<file path="config.mk">
export PLATFORM = sky130hd
export DESIGN_NAME = iq_fsk_demodulator
export DESIGN_NICKNAME = d
export VERILOG_FILES = /design/src/sv/iqfsk_pkg.sv /design/src/sv/iq_fsk_demodulator.sv /design/src/sv/iqfsk_disc.sv
export SDC_FILE = /design/constraint.sdc
export NUM_CORES = 1
export LEC_CHECK = 0
export BUFFER_PORTS_ARGS = -buffer_cell sky130_fd_sc_hd__buf_2
export CAP_MARGIN = 20
export CORE_MARGIN = 2
export CORE_UTILIZATION = 50
export DETAILED_ROUTE_END_ITERATION = 10
export GPL_TIMING_DRIVEN = 0
export PLACE_DENSITY_LB_ADDON = 0.25
export SLEW_MARGIN = 5
export SYNTH_ARGS = -nofsm -noshare
export SYNTH_HDL_FRONTEND = slang
export SYNTH_SLANG_ARGS = --single-unit
</file>
<file path="constraint.sdc">
create_clock -name clk -period 21 [get_ports clk]
set_clock_uncertainty 0.15 [all_clocks]
set_input_delay 1.05 -clock clk [delete_from_list [all_inputs] [get_ports clk]]
set_output_delay 1.05 -clock clk [all_outputs]
set_load 0.03 [all_outputs]
</file>
<file path="src/sv/iqfsk_pkg.sv">
`timescale 1ns / 1ps
`default_nettype none
package iqfsk_pkg;

  localparam int DEF_POWER_WINDOW = 4;
  localparam int DEF_PHASE_WINDOW = 4;

  localparam int SAMPLE_W = 8;
  localparam int MAG_W    = 16;
  localparam int LOG_W    = 3;
  localparam int CROSS_W  = 17;
  localparam int THR_W    = 3;

  // largest log magnitude and largest threshold value
  localparam int LOG_MAX = 5;
  localparam int THR_MAX = 7;

  localparam logic [THR_W-1:0] THR_RESET = 3'd1;

  // squared-magnitude bounds of floor(ln|z|), ascending
  localparam int NUM_BOUNDS = 5;
  localparam logic [MAG_W-1:0] MAG_BOUND [NUM_BOUNDS] =
    '{16'd8, 16'd55, 16'd404, 16'd2981, 16'd22027};

  localparam logic signed [1:0] SYM_ZERO = 2'sb00;
  localparam logic signed [1:0] SYM_POS  = 2'sb01;
  localparam logic signed [1:0] SYM_NEG  = 2'sb11;

  typedef struct packed {
    logic [LOG_W-1:0]          log_mag;
    logic signed [CROSS_W-1:0] xprod;
  } disc_t;

endpackage
`default_nettype wire

</file>
<file path="src/sv/iq_fsk_demodulator.sv">
`timescale 1ns / 1ps
`default_nettype none
// A sample passes the input, discriminator and window-sum registers in turn.
// Throughput: one sample per cycle while out_ready is high; the discriminator
// products and the window-sum update each take one register stage.
// Reset (rst_n low, synchronous): both windows and sums clear, previous
// sample goes to center, threshold returns to 1, pipeline empties.
module iq_fsk_demodulator import iqfsk_pkg::*; #(
  parameter int POWER_WINDOW = DEF_POWER_WINDOW,
  parameter int PHASE_WINDOW = DEF_PHASE_WINDOW
) (
  input  wire logic                clk,
  input  wire logic                rst_n,
  input  wire logic                in_valid,
  output logic                     in_ready,
  input  wire logic [SAMPLE_W-1:0] in_i_sample,
  input  wire logic [SAMPLE_W-1:0] in_q_sample,
  output logic                     out_valid,
  input  wire logic                out_ready,
  output logic signed [1:0]        out_symbol,
  input  wire logic                cfg_valid,
  output logic                     cfg_ready,
  input  wire logic [THR_W-1:0]    cfg_data
);

  localparam int PWR_TW = $clog2(LOG_MAX * POWER_WINDOW + 1);
  localparam int CMP_W  = $clog2((THR_MAX + 1) * POWER_WINDOW + 1);
  localparam int PH_TW  = CROSS_W + $clog2(PHASE_WINDOW);

  logic [THR_W-1:0] thr_r;

  logic                s1_v_r, s2_v_r, s3_v_r;
  logic [SAMPLE_W-1:0] i_r, q_r, prev_i_r, prev_q_r;
  disc_t               disc, disc_r;
  logic signed [1:0]   sym_r, sym_nxt;

  logic [LOG_W-1:0]          power_line_r [POWER_WINDOW];
  logic signed [CROSS_W-1:0] phase_line_r [PHASE_WINDOW];
  logic [PWR_TW-1:0]         power_total_r, power_total_nxt;
  logic signed [PH_TW-1:0]   phase_total_r, phase_total_nxt, decision;
  logic [CMP_W-1:0]          sq_limit;

  logic s1_take, s1_move, s2_move, s2_ready, s3_ready;

  // configuration
  assign cfg_ready = 1'b1;

  always_ff @(posedge clk) begin
    if (!rst_n) begin
      thr_r <= THR_RESET;
    end else if (cfg_valid) begin
      thr_r <= cfg_data;
    end
  end

  // elastic pipeline control
  assign s3_ready = !s3_v_r || out_ready;
  assign s2_ready = !s2_v_r || s3_ready;
  assign in_ready = !s1_v_r || s2_ready;
  assign s1_take  = in_valid && in_ready;
  assign s1_move  = s1_v_r && s2_ready;
  assign s2_move  = s2_v_r && s3_ready;

  always_ff @(posedge clk) begin
    if (!rst_n) begin
      s1_v_r <= 1'b0;
      s2_v_r <= 1'b0;
      s3_v_r <= 1'b0;
    end else begin
      if (s1_take) begin
        s1_v_r <= 1'b1;
      end else if (s1_move) begin
        s1_v_r <= 1'b0;
      end
      if (s1_move) begin
        s2_v_r <= 1'b1;
      end else if (s2_move) begin
        s2_v_r <= 1'b0;
      end
      if (s2_move) begin
        s3_v_r <= 1'b1;
      end else if (out_ready) begin
        s3_v_r <= 1'b0;
      end
    end
  end

  // stage 1: input register
  always_ff @(posedge clk) begin
    if (s1_take) begin
      i_r <= in_i_sample;
      q_r <= in_q_sample;
    end
  end

  iqfsk_disc u_disc (
    .cur_i  (i_r),
    .cur_q  (q_r),
    .prev_i (prev_i_r),
    .prev_q (prev_q_r),
    .res    (disc)
  );

  // stage 2: log magnitude and cross product; advance previous sample
  always_ff @(posedge clk) begin
    if (!rst_n) begin
      prev_i_r <= 8'd128;
      prev_q_r <= 8'd128;
    end else if (s1_move) begin
      prev_i_r <= i_r;
      prev_q_r <= q_r;
    end
  end

  always_ff @(posedge clk) begin
    if (s1_move) begin
      disc_r <= disc;
    end
  end

  // stage 3: window sums and decision
  assign power_total_nxt = power_total_r - PWR_TW'(power_line_r[POWER_WINDOW-1])
                           + PWR_TW'(disc_r.log_mag);
  assign phase_total_nxt = phase_total_r - PH_TW'(phase_line_r[PHASE_WINDOW-1])
                           + PH_TW'(disc_r.xprod);

  // floor(total / window) > threshold  <=>  total >= (threshold + 1) * window
  assign sq_limit = CMP_W'({1'b0, thr_r} + 4'd1) * CMP_W'(POWER_WINDOW);

  always_comb begin
    // on a zero sum, fall back to the sum before this update
    decision = (phase_total_nxt != '0) ? phase_total_nxt : phase_total_r;
    if (CMP_W'(power_total_nxt) >= sq_limit) begin
      sym_nxt = decision[PH_TW-1] ? SYM_NEG : SYM_POS;
    end else begin
      sym_nxt = SYM_ZERO;
    end
  end

  always_ff @(posedge clk) begin
    if (!rst_n) begin
      power_total_r <= '0;
      phase_total_r <= '0;
      for (int k = 0; k < POWER_WINDOW; k++) begin
        power_line_r[k] <= '0;
      end
      for (int k = 0; k < PHASE_WINDOW; k++) begin
        phase_line_r[k] <= '0;
      end
    end else if (s2_move) begin
      power_total_r   <= power_total_nxt;
      phase_total_r   <= phase_total_nxt;
      power_line_r[0] <= disc_r.log_mag;
      phase_line_r[0] <= disc_r.xprod;
      for (int k = 1; k < POWER_WINDOW; k++) begin
        power_line_r[k] <= power_line_r[k-1];
      end
      for (int k = 1; k < PHASE_WINDOW; k++) begin
        phase_line_r[k] <= phase_line_r[k-1];
      end
    end
  end

  always_ff @(posedge clk) begin
    if (s2_move) begin
      sym_r <= sym_nxt;
    end
  end

  assign out_valid  = s3_v_r;
  assign out_symbol = sym_r;

endmodule
`default_nettype wire

</file>
<file path="src/sv/iqfsk_disc.sv">
`timescale 1ns / 1ps
`default_nettype none
module iqfsk_disc import iqfsk_pkg::*; (
  input  wire logic [SAMPLE_W-1:0] cur_i,
  input  wire logic [SAMPLE_W-1:0] cur_q,
  input  wire logic [SAMPLE_W-1:0] prev_i,
  input  wire logic [SAMPLE_W-1:0] prev_q,
  output disc_t                    res
);

  logic signed [SAMPLE_W-1:0] ci, cq, pi, pq;
  logic signed [MAG_W-1:0]    sq_i, sq_q, prod_a, prod_b;
  logic [MAG_W-1:0]           mag;
  logic [LOG_W-1:0]           lvl;

  // offset binary to two's complement: flip the top bit
  assign ci = {~cur_i[SAMPLE_W-1],  cur_i[SAMPLE_W-2:0]};
  assign cq = {~cur_q[SAMPLE_W-1],  cur_q[SAMPLE_W-2:0]};
  assign pi = {~prev_i[SAMPLE_W-1], prev_i[SAMPLE_W-2:0]};
  assign pq = {~prev_q[SAMPLE_W-1], prev_q[SAMPLE_W-2:0]};

  assign sq_i   = ci * ci;
  assign sq_q   = cq * cq;
  assign prod_a = pi * cq;
  assign prod_b = pq * ci;

  assign mag = $unsigned(sq_i) + $unsigned(sq_q);

  always_comb begin
    lvl = '0;
    for (int k = 0; k < NUM_BOUNDS; k++) begin
      if (mag >= MAG_BOUND[k]) begin
        lvl = lvl + LOG_W'(1);
      end
    end
  end

  assign res.log_mag = lvl;
  assign res.xprod   = CROSS_W'(prod_a) - CROSS_W'(prod_b);

endmodule
`default_nettype wire
</file>
==> flow_results.org <==
** Worst setup path
- The largest individual stage delay along the critical path comes from the cell sky130_fd_sc_hd__fa_1.
- At the worst endpoint, the required time is 21,040 ps.
- The worst setup path is captured at a flip-flop.
- Broken down by cell family, the worst path's largest delay share belongs to adder cells.
- In this run the worst setup path begins at q_r[2].
- Cell mode on critical path :: sky130_fd_sc_hd__fa_1
- Along the worst path, the maximum fanout reaches 10.
- Launch point of the worst reg-to-reg path :: q_r[2]
- Kind of launch point of the worst setup path :: flip-flop
- Counting both buffers and inverters, the worst setup path holds a total of 6.
- Max stage delay on crit path :: 590 ps
- Category of the critical setup timing path :: reg2reg
- At the worst endpoint, the arrival time is 9680 ps.

** Synth
- Async S/R FF share, synth :: 0%
- Synthesis inferred 164 register bits.
- Among all flip-flop cells after synthesis, the most frequent one is sky130_fd_sc_hd__edfxtp_1.
- Counting distinct cell types in the post-synthesis netlist gives 69.
- After synthesis, the largest family of logic cells by area is adder cells.
- Complex-gate fraction of the synthesized area :: 7.42%
- Summing the areas of all and, or, nand and nor instances in the mapped netlist gives 13.5% of the synthesized area.
- The Yosys step of the flow raised 0 warnings.
- Adder and majority cell fraction of the synthesized area :: 40.3%
- Sequential-to-total area share from yosys stat :: 24.9%
- Measured against the total synthesized area, the mux share comes to 0.418%.
- Netlist area before placement :: 17,900 um^2
- Number of enable-type register cells in the synthesized netlist :: 118
- Xor/xnor share of the synthesized area :: 3.72%
- When the netlist entered floorplanning its net count stood at 2,239.
- Post-Syn Instances :: 1,799
- Each instance of the synthesized netlist takes up on average 9.98 um^2.

** Detailed routing
- The first routing iteration left 847 violations.
- Routed Antenna Nets :: 0
- Wires add up to 37.3 mm.
- For this run, design rule violations remaining after detail routing come to 0.
- Routed length per placed instance :: 16.1 um
- Total via count in the routed design :: 12,100
- Via-per-instance ratio :: 5.20
- Before antenna repair, the detailed router went through 5 iterations.

** Timing
- Setup repair after global routing missed its margin :: false
- Final period utilization :: 45.9%
- Tightest Pin Transition :: 992 ps
- Based on the critical path, the design can be clocked at up to 104 MHz.
- Max-slew headroom :: 33.6%
- Final count of hold timing violations :: 0
- Setup violations remaining at the end of the flow were counted as 0.
- Number of pins with negative max-slew slack in the final report :: 0
- Counting I/O delays and the setup requirement, the final critical path takes 9640 ps.
- Total negative slack :: 0 ps

** Clock tree
- Buffers inserted during post-CTS setup optimization :: 0
- Count of hold buffers inserted by post-cts repair :: 0
- Total clock sinks :: 164
- Clock tree from TritonCTS :: done
- Number of buffers on the longest clock path :: 2
- The clock reaches the later pin of the worst-skew pair after 450 ps.
- In this run the clock root is driven by a sky130_fd_sc_hd__clkbuf_16.
- Resized Gates After CTS :: 0
- After clock tree synthesis, the clock-pin slew on the worst setup and hold paths is 70 ps.
- Number of H-tree branching levels :: 4
- Number of CTS-inserted buffers :: 17

** Min path
- The worst hold path begins at phase_total_r[5].
- The tightest min-delay check is of the reg2reg type.

** Finish
- Fill cells in the final layout number 3,203.
- Share of final-layout standard cells stronger than drive strength 1 :: 4.79%
- The net count of the finished layout is 2,286.
- Antenna diode count :: 0
- The finished cells cover 19,300 um^2.
- Compared with the post-synthesis result, the final layout area differs by 7.44%.
- Leaving out fill and tap cells, the most frequent cells in the layout are sky130_fd_sc_hd__inv_1 (401), sky130_fd_sc_hd__fa_1 (270), sky130_fd_sc_hd__nand2_1 (156), sky130_fd_sc_hd__ha_1 (146), sky130_fd_sc_hd__edfxtp_1 (118).
- The library cell used most frequently in the layout, excluding fill and tap cells, is sky130_fd_sc_hd__inv_1.

** Global routing
- For this run the aggregate overflow at the end of global routing stands at 0.
- Global-route wire length before repair :: 63.2 mm
- The initial antenna violation count came to 0.
- For this run, the total global-route usage over all layers was measured as 21.3%.
- Via count of the first global-routing pass :: 12,800
- Entering global routing, the biggest net connects 47 pins.

** Floorplanning
- I/O pin count :: 29
- After floorplanning, the core was sized to cover 35,500 um^2.
- Total number of placement rows :: 69
- The die covers 37,400 um^2.
- Die X :: 193 um
- The die is 193 um tall.
- For this configuration, the core starts out at a cell density of 50.6%.

** Flow run
- Max-capacitance violation count :: 0

** Place
- Number of I/O port buffers :: 26
- Final weighted congestion of routability-driven global placement :: 0.874
- Post-detailed-placement cell area :: 18,700 um^2
- Detailed placer's ending HPWL :: 30.3 mm

** Run status
- Run status :: finished clean
## cell families (layout without fill, tap and decap cells)
group,count (synthesis),after routing
other,1,1
and+or+nand+nor,478,478
xor gates and xnor gates,73,73
adders and majority gates,416,416
DFF,164,164
buffers and inverters,466,525
AOI/OAI and AO/OA,194,194
muxes,7,7
## area by class of cell
| cell class | instances | area [um^2] | area share [%] |
|---|---|---|---|
| well taps | 461 | 577 | 2.99 |
| repair buffers | 28 | 165 | 0.856 |
| clock inverters | 12 | 146 | 0.759 |
| flip-flops and latches | 164 | 4460 | 23.1 |
| plain buffers | 61 | 234 | 1.21 |
| multi-input cells | 1169 | 11700 | 60.9 |
| clock buffers | 19 | 433 | 2.24 |
| inverters | 405 | 1520 | 7.88 |
## worst paths after layout
kind | to | slack [ps] | cells past startpoint
max | disc_r[18] | 11360 | 27
min | phase_total_r[5] | 320 | 2
max reg2reg | disc_r[18] | 11360 | 27
min reg2reg | phase_total_r[5] | 320 | 2
## metrics by stage
| step | hold slack [ps] | worst slack [ps] | util [%] | instances |
|---|---|---|---|---|
| after CTS | 317 | 11440 | 54.3 | 2319 |
| final | 319 | 11360 | 54.3 | 2319 |
| after floorplan | 293 | 12420 | - | 1799 |
| after global placement | 301 | 11590 | 52.6 | 2286 |
| after global routing | 339 | 11010 | 54.3 | 2319 |
| after detailed placement | 308 | 11470 | 52.7 | 2288 |
## layer usage
metal | GRT usage (%) | wire [um] | vias to the layer above
met3 | 3.24 | 1640 | 43
met4 | 6.19 | 790 | 0
li1 | - | - | 5729
met5 | 0 | 0 | -
met1 | 28.0 | 16400 | 6033
met2 | 36.5 | 18500 | 259
## synthesized netlist by cell type, drive strengths merged, types with 8 or more instances
cell type	number	area (um^2)
a21boi	32	240
a21o	15	113
a21oi	40	204
a31oi	8	50.1
and2	92	576
and3	66	413
clkbuf	58	218
dfxtp	46	921
edfxtp	118	3540
fa	270	5410
ha	146	1830
inv	402	1510
nand2	157	589
nand2b	11	68.8
nand3	9	45.0
nor2	71	267
nor2b	23	144
nor3	12	60.1
o21ai	36	180
or2	14	87.6
xnor2	56	490
xor2	15	131
## registers in the layout, summed over array words and instances, names as in the netlist
signal / count
thr_r: 3
out_valid: 1
prev_i_r: 8
q_r: 8
i_r: 8
disc_r: 20
s1_v_r: 1
phase_total_r: 19
prev_q_r: 8
power_line_r: 12
out_symbol: 2
s2_v_r: 1
phase_line_r: 68
power_total_r: 5
## worst reg2reg max path: stages, from the launching register on
cell,delay (ps)
sky130_fd_sc_hd__edfxtp_1,440
sky130_fd_sc_hd__clkbuf_1,440
sky130_fd_sc_hd__clkbuf_1,580
sky130_fd_sc_hd__nand2_1,300
sky130_fd_sc_hd__fa_1,590
sky130_fd_sc_hd__inv_1,50
sky130_fd_sc_hd__fa_1,480
sky130_fd_sc_hd__fa_1,530
sky130_fd_sc_hd__fa_1,520
sky130_fd_sc_hd__fa_1,540
sky130_fd_sc_hd__inv_1,50
sky130_fd_sc_hd__fa_1,520
sky130_fd_sc_hd__inv_1,40
sky130_fd_sc_hd__ha_1,220
sky130_fd_sc_hd__or3_4,420
sky130_fd_sc_hd__a211o_1,300
sky130_fd_sc_hd__a41o_1,280
sky130_fd_sc_hd__or3_4,420
sky130_fd_sc_hd__a21oi_2,250
sky130_fd_sc_hd__o2111ai_1,210
sky130_fd_sc_hd__or3_1,430
sky130_fd_sc_hd__inv_2,60
sky130_fd_sc_hd__ha_1,280
sky130_fd_sc_hd__xnor2_1,160
sky130_fd_sc_hd__ha_1,270
sky130_fd_sc_hd__mux2_2,280
sky130_fd_sc_hd__ha_1,300
sky130_fd_sc_hd__mux2_2,260
Power is left out: the tool's default activity adds up to more than one toggle a clock period on the data nets, which glitch-free logic cannot reach.
